<file path="src/design/dtq_pkg.sv">
`timescale 1ns / 1ps

package dtq_pkg;

    localparam int QUEUE_DEPTH = 64;
    localparam int TIME_W      = 64;
    localparam int DELAY_W     = 48;
    localparam int HANDLE_W    = 32;
    localparam int STATUS_W    = 3;

    // operation codes
    localparam logic FUNC_SUBMIT = 1'b0;
    localparam logic FUNC_FETCH  = 1'b1;

    // status codes
    localparam logic [STATUS_W-1:0] ST_ACCEPTED = 3'd0;
    localparam logic [STATUS_W-1:0] ST_FULL     = 3'd1;
    localparam logic [STATUS_W-1:0] ST_DUE      = 3'd2;
    localparam logic [STATUS_W-1:0] ST_WAITING  = 3'd3;
    localparam logic [STATUS_W-1:0] ST_EMPTY    = 3'd4;

    typedef struct packed {
        logic                func;
        logic [TIME_W-1:0]   now_time;
        logic [DELAY_W-1:0]  delay_ns;
        logic [HANDLE_W-1:0] task_handle;
    } req_t;

    typedef struct packed {
        logic [STATUS_W-1:0] status;
        logic [HANDLE_W-1:0] due_handle;
        logic [TIME_W-1:0]   next_deadline;
        logic                wake;
    } rsp_t;

    typedef struct packed {
        logic [TIME_W-1:0]   deadline;
        logic [HANDLE_W-1:0] handle;
    } entry_t;

    // now + delay, clamped at the top of the time range
    function automatic logic [TIME_W-1:0] sat_add(input logic [TIME_W-1:0] now,
                                                  input logic [DELAY_W-1:0] delay);
        logic [TIME_W:0] sum;
        sum = {1'b0, now} + {{(TIME_W - DELAY_W + 1){1'b0}}, delay};
        return sum[TIME_W] ? {TIME_W{1'b1}} : sum[TIME_W-1:0];
    endfunction

endpackage

</file>
<file path="src/design/dtq_ctrl.sv">
`timescale 1ns / 1ps

module dtq_ctrl #(
    parameter int DEPTH = dtq_pkg::QUEUE_DEPTH,
    parameter int AW    = $clog2(DEPTH),
    parameter int CW    = $clog2(DEPTH + 1)
) (
    input  logic            clk,
    input  logic            rst_n,
    input  logic            in_valid,
    output logic            in_stall,
    input  dtq_pkg::req_t   in_req,
    input  logic            out_free,
    output logic            res_valid,
    output dtq_pkg::rsp_t   res,
    output logic            mem_we,
    output logic [AW-1:0]   mem_waddr,
    output dtq_pkg::entry_t mem_wdata,
    output logic [AW-1:0]   mem_raddr,
    input  dtq_pkg::entry_t mem_rdata
);

    typedef enum logic [4:0] {
        S_IDLE = 5'b00001,
        S_SCAN = 5'b00010,
        S_PUTF = 5'b00100,
        S_FCHK = 5'b01000,
        S_RESP = 5'b10000
    } state_t;

    state_t                          state_reg, state_next;
    logic [AW-1:0]                   head_reg, head_next;
    logic [CW-1:0]                   occ_reg, occ_next;
    logic [AW-1:0]                   idx_reg, idx_next;
    logic [dtq_pkg::TIME_W-1:0]      dl_reg, dl_next;
    logic [dtq_pkg::TIME_W-1:0]      now_reg, now_next;
    logic [dtq_pkg::HANDLE_W-1:0]    hdl_reg, hdl_next;
    dtq_pkg::rsp_t                   res_reg, res_next;
    logic [AW-1:0]                   occ_m1;
    logic                            due;

    // ring position: base + offset, wrapped at the depth
    function automatic logic [AW-1:0] slot(input logic [AW-1:0] base,
                                           input logic [AW-1:0] off);
        logic [AW:0] s;
        s = {1'b0, base} + {1'b0, off};
        if (s >= (AW+1)'(DEPTH))
        begin
            s = s - (AW+1)'(DEPTH);
        end
        return s[AW-1:0];
    endfunction

    assign occ_m1    = occ_reg[AW-1:0] - 1'b1;
    assign due       = (mem_rdata.deadline <= now_reg);
    assign in_stall  = (state_reg != S_IDLE);
    assign res_valid = (state_reg == S_RESP) && out_free;
    assign res       = res_reg;

    // sequence one request: scan the sorted ring from the tail, or check the head
    always_comb
    begin
        state_next = state_reg;
        head_next  = head_reg;
        occ_next   = occ_reg;
        idx_next   = idx_reg;
        dl_next    = dl_reg;
        now_next   = now_reg;
        hdl_next   = hdl_reg;
        res_next   = res_reg;
        mem_we     = 1'b0;
        mem_waddr  = head_reg;
        mem_wdata  = '{deadline: dl_reg, handle: hdl_reg};
        mem_raddr  = head_reg;

        case (state_reg)
            S_IDLE:
            begin
                if (in_req.func == dtq_pkg::FUNC_SUBMIT && occ_reg != '0)
                begin
                    mem_raddr = slot(head_reg, occ_m1);
                end
                if (in_valid)
                begin
                    dl_next  = dtq_pkg::sat_add(in_req.now_time, in_req.delay_ns);
                    now_next = in_req.now_time;
                    hdl_next = in_req.task_handle;
                    res_next = '0;
                    if (in_req.func == dtq_pkg::FUNC_SUBMIT)
                    begin
                        if (occ_reg == CW'(DEPTH))
                        begin
                            res_next.status = dtq_pkg::ST_FULL;
                            state_next      = S_RESP;
                        end
                        else if (occ_reg == '0)
                        begin
                            mem_we          = 1'b1;
                            mem_waddr       = head_reg;
                            mem_wdata       = '{deadline: dl_next, handle: hdl_next};
                            occ_next        = occ_reg + 1'b1;
                            res_next.status = dtq_pkg::ST_ACCEPTED;
                            res_next.wake   = 1'b1;
                            state_next      = S_RESP;
                        end
                        else
                        begin
                            idx_next   = occ_m1;
                            state_next = S_SCAN;
                        end
                    end
                    else
                    begin
                        if (occ_reg == '0)
                        begin
                            res_next.status = dtq_pkg::ST_EMPTY;
                            state_next      = S_RESP;
                        end
                        else
                        begin
                            state_next = S_FCHK;
                        end
                    end
                end
            end

            S_SCAN:
            begin
                res_next.status = dtq_pkg::ST_ACCEPTED;
                if (idx_reg != '0)
                begin
                    mem_raddr = slot(head_reg, idx_reg - 1'b1);
                end
                mem_we    = 1'b1;
                mem_waddr = slot(head_reg, idx_reg + 1'b1);
                if (mem_rdata.deadline >= dl_reg)
                begin
                    // shift this entry one place toward the tail
                    mem_wdata = mem_rdata;
                    if (idx_reg == '0)
                    begin
                        res_next.wake = (mem_rdata.deadline > dl_reg);
                        state_next    = S_PUTF;
                    end
                    else
                    begin
                        idx_next = idx_reg - 1'b1;
                    end
                end
                else
                begin
                    // drop the new entry in the gap
                    occ_next      = occ_reg + 1'b1;
                    res_next.wake = 1'b0;
                    state_next    = S_RESP;
                end
            end

            S_PUTF:
            begin
                mem_we     = 1'b1;
                mem_waddr  = head_reg;
                occ_next   = occ_reg + 1'b1;
                state_next = S_RESP;
            end

            S_FCHK:
            begin
                res_next = '0;
                if (due)
                begin
                    res_next.status     = dtq_pkg::ST_DUE;
                    res_next.due_handle = mem_rdata.handle;
                    head_next           = slot(head_reg, AW'(1));
                    occ_next            = occ_reg - 1'b1;
                end
                else
                begin
                    res_next.status        = dtq_pkg::ST_WAITING;
                    res_next.next_deadline = mem_rdata.deadline;
                end
                state_next = S_RESP;
            end

            S_RESP:
            begin
                if (out_free)
                begin
                    state_next = S_IDLE;
                end
            end

            default:
            begin
                state_next = S_IDLE;
            end
        endcase
    end

    // control state
    always_ff @(posedge clk or negedge rst_n)
    begin
        if (!rst_n)
        begin
            state_reg <= S_IDLE;
            head_reg  <= '0;
            occ_reg   <= '0;
        end
        else
        begin
            state_reg <= state_next;
            head_reg  <= head_next;
            occ_reg   <= occ_next;
        end
    end

    // request payload
    always_ff @(posedge clk)
    begin
        idx_reg <= idx_next;
        dl_reg  <= dl_next;
        now_reg <= now_next;
        hdl_reg <= hdl_next;
        res_reg <= res_next;
    end

`ifndef SYNTHESIS
    a_occ_bound: assert property (@(posedge clk) disable iff (!rst_n)
        occ_reg <= CW'(DEPTH))
        else $error("occupancy above depth");

    a_head_bound: assert property (@(posedge clk) disable iff (!rst_n)
        head_reg < AW'(DEPTH - 1) || head_reg == AW'(DEPTH - 1))
        else $error("head pointer out of range");

    a_pop_count: assert property (@(posedge clk) disable iff (!rst_n)
        (state_reg == S_FCHK && due) |=> occ_reg == $past(occ_reg) - 1'b1)
        else $error("pop did not reduce occupancy");
`endif

endmodule

</file>
<file path="config.mk">
export PLATFORM = sky130hd
export DESIGN_NAME = dtq_ctrl
export DESIGN_NICKNAME = d
export VERILOG_FILES = /design/src/design/dtq_pkg.sv /design/src/design/dtq_ctrl.sv
export SDC_FILE = /design/constraint.sdc
export NUM_CORES = 1
export LEC_CHECK = 0
export ABC_AREA = 1
export BUFFER_PORTS_ARGS = -buffer_cell sky130_fd_sc_hd__clkbuf_2
export CORE_MARGIN = 3
export CORE_UTILIZATION = 52
export DETAILED_ROUTE_END_ITERATION = 7
export PLACE_DENSITY = 0.79
export SKIP_CTS_REPAIR_TIMING = 1
export SYNTH_ARGS = -nofsm -noshare
export SYNTH_HDL_FRONTEND = slang
export SYNTH_SLANG_ARGS = --single-unit
</file>
<file path="constraint.sdc">
create_clock -name clk -period 11 [get_ports clk]
set_clock_uncertainty 0.05 [all_clocks]
set_input_delay 0.55 -clock clk [delete_from_list [all_inputs] [get_ports clk]]
set_output_delay 0.55 -clock clk [all_outputs]
set_load 0.05 [all_outputs]
</file>
## Word-level counts from Yosys, hierarchy flattened

Index checks and enable logic that the tools add are counted.

| storage, ports and cells | value |
|---|---|
| flip-flop bits (word level) | 284 |
| input port bits | 245 |
| word-level logic and storage cells | 126 |

| operators by class | value |
|---|---|
| add/subtract/negate cells | 14 |
| magnitude comparators | 7 |
| eq/ne operators | 18 |
| multiplexer cells | 55 |
| bitwise operators | 1 |
| reductions and logical operators | 20 |

Operators by type and width:

| kind | number |
|---|---|
| $mux W96 | 5 |
| $pmux W96 S2 | 2 |
| $mux W64 | 2 |
| $mux W100 | 1 |
| $mux W6 | 13 |
| $add A64 B48 Y65 | 1 |
| $ge A64 B64 Y1 | 1 |
| $gt A64 B64 Y1 | 1 |
| $le A64 B64 Y1 | 1 |
| $mux W7 | 6 |
| $mux W5 | 8 |
| $sub A6 B1 Y6 const B | 6 |
| $mux W32 | 1 |
| $ge A7 B7 Y1 const B | 4 |
| $pmux W7 S4 | 1 |
| $pmux W6 S2 | 2 |
| $add A6 B6 Y7 | 3 |
| $ne A2 B2 Y1 const B | 10 |
| $pmux W5 S4 | 1 |
| $reduce_and A7 Y1 | 2 |
| $pmux W3 S3 | 1 |
| $mux W1 | 8 |
| $reduce_and A2 Y1 | 4 |
| $add A6 B1 Y7 const B | 1 |
| other kinds (25) | 30 |

## Longest topological paths before layout

Gate-level depths: netlist of the first run.

| depth | value |
|---|---|
| word-level depth | 7 |
| mapped depth | 20 |

## Least setup slack after synthesis of the first run

Ideal clock, no wire load.

| path | value |
|---|---|
| kind | register to register |
| start | reg state_reg[2] |
| end | reg res_reg (netlist bit res[10]) (enable) |
| library setup time | 0.458 ns |
| data arrival time | 10.841 ns |
| data required time | 10.492 ns |
| slack | -0.349 ns |
| cell stages (with the launch flop) | 7 |
| buffers on the path | 1 |
| cell sequence | dfrtp_1 > nor2_1 > nand4_1 > nor2_1 > inv_1 > clkbuf_1 > nand2_1 |

| on the way | value |
|---|---|
| longest elaborated chain between the ends | 3 |
| elaborated cells between the ends (all ways) | 5 |
| classes of those cells | 3 x eq/ne; 2 x reduce/logical |

RTL lines:

| element | RTL line | source |
|---|---|---|
| from (decl) | dtq_ctrl.sv:31 | `state_t state_reg, state_next;` |
| from (signal assigned) | dtq_ctrl.sv:211 | `state_reg <= state_next;` |
| $eq A5 B1 Y1 or $eq A5 B4 Y1 (tied branches) | dtq_ctrl.sv:76 | `case (state_reg)` |
| $ne A2 B2 Y1 (no line) or $reduce_bool A2 Y1 (tied branches) | -- |  |
| $reduce_and A2 Y1 (no line) * | -- |  |
| to (signal assigned) | dtq_ctrl.sv:224 | `res_reg <= res_next;` |
| to (decl) | dtq_ctrl.sv:38 | `dtq_pkg::rsp_t res_reg, res_next;` |

Mark *: on every way between the ends. The rest lies on a longest branch, timed or not.
A chain may end at the register's enable or synchronous reset.

==> results of run 1 <==
synthesized netlist by cell type (all sizes together), types with 17 or more instances:
master	number	area (um2)
a21oi	172	876
buf	53	329
dfrtp	17	425
edfxtp	266	7990
ha	200	2500
inv	609	2290
nand2	890	3360
nand3	174	913
nand4	58	363
nor2	346	1340
nor3	39	195
o211ai	65	738
o21ai	111	556
xor2	42	368
critical path, stage by stage, from the launching register on:
cell,delay [ns]
edfxtp_1,0.47
inv_1,0.17
ha_1,0.26
nand2_1,0.09
inv_1,0.06
o21ai_0,0.07
nand2_1,0.07
a21oi_1,0.15
nand2_1,0.10
nand2_1,0.06
nand2_1,0.10
nand2_2,0.17
nand3_2,0.30
nand2_4,0.47
buf_4,0.78
nor2_1,0.08
nor2_1,0.12
nand3_1,0.21
clkbuf_2,0.31
layer usage:
metal	vias up	GRT usage, %
li1	11000	-
met1	10300	46.6
met2	1244	54.5
met3	261	6.55
met4	0	19.0
met5	-	0
layout make-up:
class	count	area, um2	share of cell area (%)
Timing Repair Buffer	468	2390	8.87
Antenna cell	10	25.0	0.0929
Multi-Input combinational cell	2167	11900	44.0
Inverter	611	2290	8.52
Clock buffer	43	947	3.52
Tap cell	585	732	2.72
Sequential cell	284	8440	31.3
Clock inverter	18	243	0.901
report_power, final:
group | switching (mW) | total (mW) | internal, mW
sequential | 0.149 | 1.72 | 1.57
combinational | 3.29 | 4.26 | 0.967
clock | 0.494 | 1.23 | 0.733
total | 3.93 | 7.20 | 3.27
final timing paths:
kind	startpoint	endpoint	slack, ns	cells after the start
setup / recovery	dl_reg[15]	mem_wdata[85]	5.75	18
hold / removal	in_req[118]	now_reg[38]	0.12	1
setup reg to reg	dl_reg[15]	occ_reg[4]	6.92	17
hold reg to reg	occ_reg[6]	occ_reg[6]	0.46	2
max in group asynchronous	rst_n	state_reg[0]	10.12	2
min in group asynchronous	rst_n	head_reg[0]	0.43	2
layout by cell type, fill, tap and decap left out, drive strengths merged, types with 42 or more instances in the layout:
master	netlist	routed
o211ai	65	65
ha	200	200
clkbuf	16	498
nor2	346	346
inv	609	610
o21ai	111	111
a21oi	172	172
nand2	890	890
nand3	174	174
edfxtp	266	266
xor2	42	42
nand4	58	58
metrics by stage:
stage | instances | utilization (%) | hold WS (ns)
6_report | 4186 | 62.1 | 0.120
5_1_grt | 4186 | 62.1 | 0.115
4_1_cts | 4175 | 62.0 | -0.111
3_5_place_dp | 4114 | 59.3 | 0.443
3_3_place_gp | 4114 | 59.3 | 0.438
2_1_floorplan | 3131 | - | 0.204
kinds of logic after synthesis:
group | count (synthesis)
and+or+nand+nor | 1530
buffers and inverters | 680
AOI/OAI and AO/OA | 373
DFF | 284
adders and majority gates | 205
xor gates and xnor gates | 58
muxes | 1
==> metrics.md, run 1 <==
| Metric | Value |
|---|---|
| Top Metal Used | met4 |
| Compound-Gate Fraction of Synth Area | 10.3% |
| PnR worst setup slack | 5.75 ns |
| Die Wd | around 220 um |
| Slew HR | between 30% and 40% |
| DRT Pass-1 Iters | 8 |
| Total CTS buffers | 35 |
| Yosys warns | 0 |
| Sum Neg Setup Slack | 0 ns |
| Fin area | 26900 um2 |
| 1st-iter DRT viols | 2297 |
| First-pass GRT wire length | 125000 um |
| Tot Pwr | 7.20 mW |
| Routed WL per cell | roughly 20 um |
| Leakage | 14.4 nW |
| Crit path required time | approximately 10 ns |
| Worst-path maximum fanout | 52 |
| Syn nets | 3581 |
| Share of cells above drive strength 1 | 17.2% |
| Largest family of logic cells by synthesized area | simple AND/OR/NAND/NOR gates |
| PD cells | 267 nW/um2 |
| Starting Density | a little over half |
| Dpl ws | 6.29 ns |
| Fmax | 191 MHz |
| Top_reg_cell synth | edfxtp_1 |
| Met2 WL | ~37000 um |
| Initial antenna violation count | 10 |
| Gr usage total | 35.1% |
| Sinks on Clock Net | 284 |
| Row count | 76 |
| Final ANT Viol Nets | 0 |
| Clk_lat worst skew | 0.57 ns |
| Core box area | 43400 um2 |
| Via count | 22.8k |
| RSZ-0062 raised after global routing | no |
| Largest net degree at the start of global routing | about 160 |
| Simple logic cell fraction of the synthesized area | between 20% and 30% |
| Slew of the pin with the lowest slew margin | roughly 1 ns |
| Max Cap Viol | 0 |
| Status | finished, final reports clean |
| XOR/XNOR share of the synthesized area | 2.21% |
| Slew Limit Fails | 0 |
| EDFF count, synth | 266 |
| Synth Register Bits | 284 |
| Hold Path Class | in -> reg |
| Clock tree buffer depth | 3 |
| Sequential area share after synthesis | 36.7% |
| Synth async-reset ratio | 6.34% |
| GPL Wtd Cong | between 1 and 1.5 |
| Final Net Count | 4017 |
| Final cycle utilization of the critical path | 47.7% |
| CTS tree | done |
| Hpwl dp | around 67000 um |
| Critical path arrival | 4.65 ns |
| GR Overflow Total | 0 |
| Cell area after synthesis | ~23000 um2 |
| Critical path type | reg -> out |
| H-tree lvl count | 2 |
| Crit start category | flop |
| Synth unique cells | 51 |
| Setup-failing EPs final | 0 |
| Max FFs per register | 100 |
| Area grow syn2layout | 17.3% |
| Port Buf Inserts | about 460 |
| Max IR drop VDD | 200 uV |
| DR vias/cell | 5.45 |
| Worst setup EP type | primary output |
| Number of remaining DRC errors | 0 |
| IO Count | ~460 |
| DIE HEIGHT | 216 um |
| Avg Synthesized Cell Area | about 7.3 um2 |
| DR WL met3 | 8100 um |
| Mapped Cells | 3131 |
| Die area | about 47000 um2 |
| DP Area | between 20000 and 30000 um2 |
| Final wirelength | around 85000 um |
| Tmin final | about 5.2 ns |
| Adder-cell area share of the yosys netlist | 11.3% |
| M1 WL | approximately 34000 um |
| Multiplexer share of the synthesized area | 0.0436% |
| Hold violation count in the final report | 0 |
| Vias in the first global route | around 21k |
| Filler cells | 4006 |
| Root Driver | clkbuf_16 |
| Worst-path clk slew | around 0.07 ns |
(Power assumes the default switching activity.)
==> run 2: changes to the inputs <==
- ABC_AREA: 1 -> 0
- CORE_UTILIZATION: 52 -> 55
- PLACE_DENSITY: 0.79 -> 0.82
- clock period: 11 -> 5.17 ns (I/O delays scaled with it)
==> run 2 against run 1 <==
  * The run now ends with negative hold slack left
  * Critical path type unchanged
  * Via count shrank 21%
  * Utilization rose by 9.7 points
  * Die area shrank 21%
  * Critical path depth shrank 3
  * Cell area shrank 9.4%
  * Highest routed layer unchanged
  * Cell count fell by 31%
==> metrics.md, run 2 <==
| Metric | Value |
|---|---|
| Status | finished, violations left |
| Failing checks | negative hold slack |
| Tmin final | about 5.0 ns |
| Clock tree buffer depth | 3 |
| Most frequent cells in the layout | clkbuf_2 (455), edfxtp_1 (266), inv_1 (200), ha_1 (200), a21oi_1 (134) |
| Sum Neg Setup Slack | 0 ns |
| Final Net Count | 2863 |
| Area grow syn2layout | 27.2% |
| Most common library cells after synthesis | edfxtp_1 (266), ha_1 (200), inv_1 (200) |
| Slew Limit Fails | 0 |
| Total CTS buffers | 35 |
| Hpwl dp | 48600 um |
| H-tree lvl count | 2 |
| PD cells | 478 nW/um2 |
| DIE HEIGHT | 193 um |
| GPL Wtd Cong | 1.01 |
| Port Buf Inserts | 455 |
| Slew HR | 28.7% |
| 1st-iter DRT viols | 2076 |
| Slew of the pin with the lowest slew margin | between 1 and 1.5 ns |
| Max IR drop VDD | 435 uV |
| Synth Register Bits | 284 |
| Starting Density | 56.5% |
| Most common cell in the netlist | edfxtp_1 |
| Fmax | 202 MHz |
| Final core occ | 71.8% |
| RSZ-0062 raised after global routing | no |
| Critical path arrival | 4.64 ns |
| Syn nets | 2301 |
| Largest net degree at the start of global routing | 72 |
| Vias in the first global route | 16.9k |
| Post-synth top area share | a little over two fifths |
| Final wirelength | 67100 um |
| Sequential area share after synthesis | between 40% and 50% |
| CTS tree | done |
| Setup-failing EPs final | 0 |
| Row count | between 60 and 70 |
| Mapped Cells | about 1.9k |
| EDFF count, synth | 266 |
| Worst-path clk slew | 0.06 ns |
| Core box area | around 34000 um2 |
| Dominant cell type by area after synthesis | edfxtp_1 |
| Yosys warns | 0 |
| Hold violation count in the final report | 1 |
| DR vias/cell | between 6 and 7 |
| Via count | 18.1k |
| Routed WL per cell | 23.3 um |
| Initial antenna violation count | 1 |
| Max FFs per register | 100 |
| Number of remaining DRC errors | 0 |
| Synth async-reset ratio | 6.34% |
| Leakage | 11.7 nW |
| Clk_lat worst skew | 0.54 ns |
| Cell area after synthesis | 19200 um2 |
| IO Count | 456 |
| Worst-path maximum fanout | 49 |
| Root Driver | clkbuf_16 |
| DRT Pass-1 Iters | 7 |
| Worst setup EP type | primary output |
| Top post-synthesis cells by area | edfxtp_1 (42%), ha_1 (13%), a21o_1 (5.0%), inv_1 (3.9%), and2_1 (3.6%) |
| Max Cap Viol | 0 |
| Avg Synthesized Cell Area | ~10 um2 |
| Crit path required time | 4.86 ns |
| Gr usage total | 32.7% |
| Share of cells above drive strength 1 | 22.7% |
| Final cycle utilization of the critical path | roughly 96% |
| Synth unique cells | 80 |
| First-pass GRT wire length | 94100 um |
| Final ANT Viol Nets | 0 |
| Die Wd | between 150 and 200 um |
| GR Overflow Total | 0 |
| Hold Path Class | in -> reg |
| Critical path type | reg -> out |
| Most common cell after layout, fill and taps aside | clkbuf_2 |
| Sinks on Clock Net | 284 |
| Die area | 37100 um2 |
| Final hold slack | -0.0259 ns |
| Top_reg_cell synth | edfxtp_1 |
| Crit start category | flop |
run 2: cell types whose count changed after synthesis, sizes merged, moves of 36 or more:
cell	before	now
o211ai	65	6
and2	7	110
a222oi	0	36
a21o	2	127
inv	609	201
nand2	890	129
o21ai	111	63
nor2	346	57
nand3	174	23
xnor2	16	52
clkbuf	16	55
a21oi	172	136
a221o	0	44
run 2: worst max-delay path: stages, from the launching register on:
cell       delay, ns
edfxtp_1        0.39
inv_1           0.08
ha_1            0.23
a21o_1          0.18
a21o_1          0.17
a21oi_1         0.39
o22ai_1         0.13
a2111oi_1       0.43
buf_4           0.22
and2_1          0.18
nand2_1         0.17
o22ai_4         0.39
buf_6           0.45
a222oi_1        0.19
o21ai_1         0.16
clkbuf_2        0.32
run 2: stage by stage:
stage	worst slack (ns)	total power [mW]	cell area, um2	std cells
after global routing	0.0888	12.2	24400	2885
after CTS	0.0954	11.5	23100	2758
after floorplan	0.413	7.50	19200	1851
after global placement	0.617	8.80	21900	2698
after detailed placement	0.646	8.93	21900	2698
final	0.219	11.7	24400	2886
run 2: final timing paths:
| path | startpoint | slack (ns) | endpoint | depth (start not counted) |
|---|---|---|---|---|
| max reg2reg | now_reg[49] | 0.84 | res[76] | 12 |
| max | dl_reg[53] | 0.22 | mem_wdata[77] | 15 |
| min in group asynchronous | rst_n | 0.17 | head_reg[5] | 2 |
| max in group asynchronous | rst_n | 4.52 | occ_reg[0] | 2 |
| min reg2reg | head_reg[5] | 0.51 | head_reg[5] | 1 |
| min | in_valid | -0.03 | state_reg[2] | 3 |
run 2: logic make-up after synthesis:
| kind of cell | Yosys count | synth area share [%] |
|---|---|---|
| DFF | 284 | 44.0 |
| muxes | 16 | 0.920 |
| buffers and inverters | 279 | 5.56 |
| AOI/OAI and AO/OA | 525 | 19.7 |
| adders and majority gates | 205 | 13.6 |
| xor gates and xnor gates | 82 | 3.74 |
| and+or+nand+nor | 460 | 12.5 |
run 2: cell type report:
cell class              instances  area (um2)
well taps                     448         561
flip-flops and latches        284        8440
clock buffers                  45         913
fillers                      2444        9570
multi-input cells            1288        9720
clock inverters                15         260
inverters                     201         759
repair buffers                603        3730
diodes                          2        5.00
run 2: report_power, final:
part           leakage [nW]  internal [mW]  switching, mW  total [mW]
sequential             2.77           3.33          0.336        3.66
clock                 0.562           1.56           1.02        2.58
combinational          8.38           1.56           3.87        5.43
total                  11.7           6.44           5.22        11.7
run 2: metal layers:
layer / share of wire, % / GRT usage, %
met5: 0 / 0
met4: 5.2 / 13.7
met3: 11 / 5.59
met2: 48 / 54.2
met1: 37 / 42.5
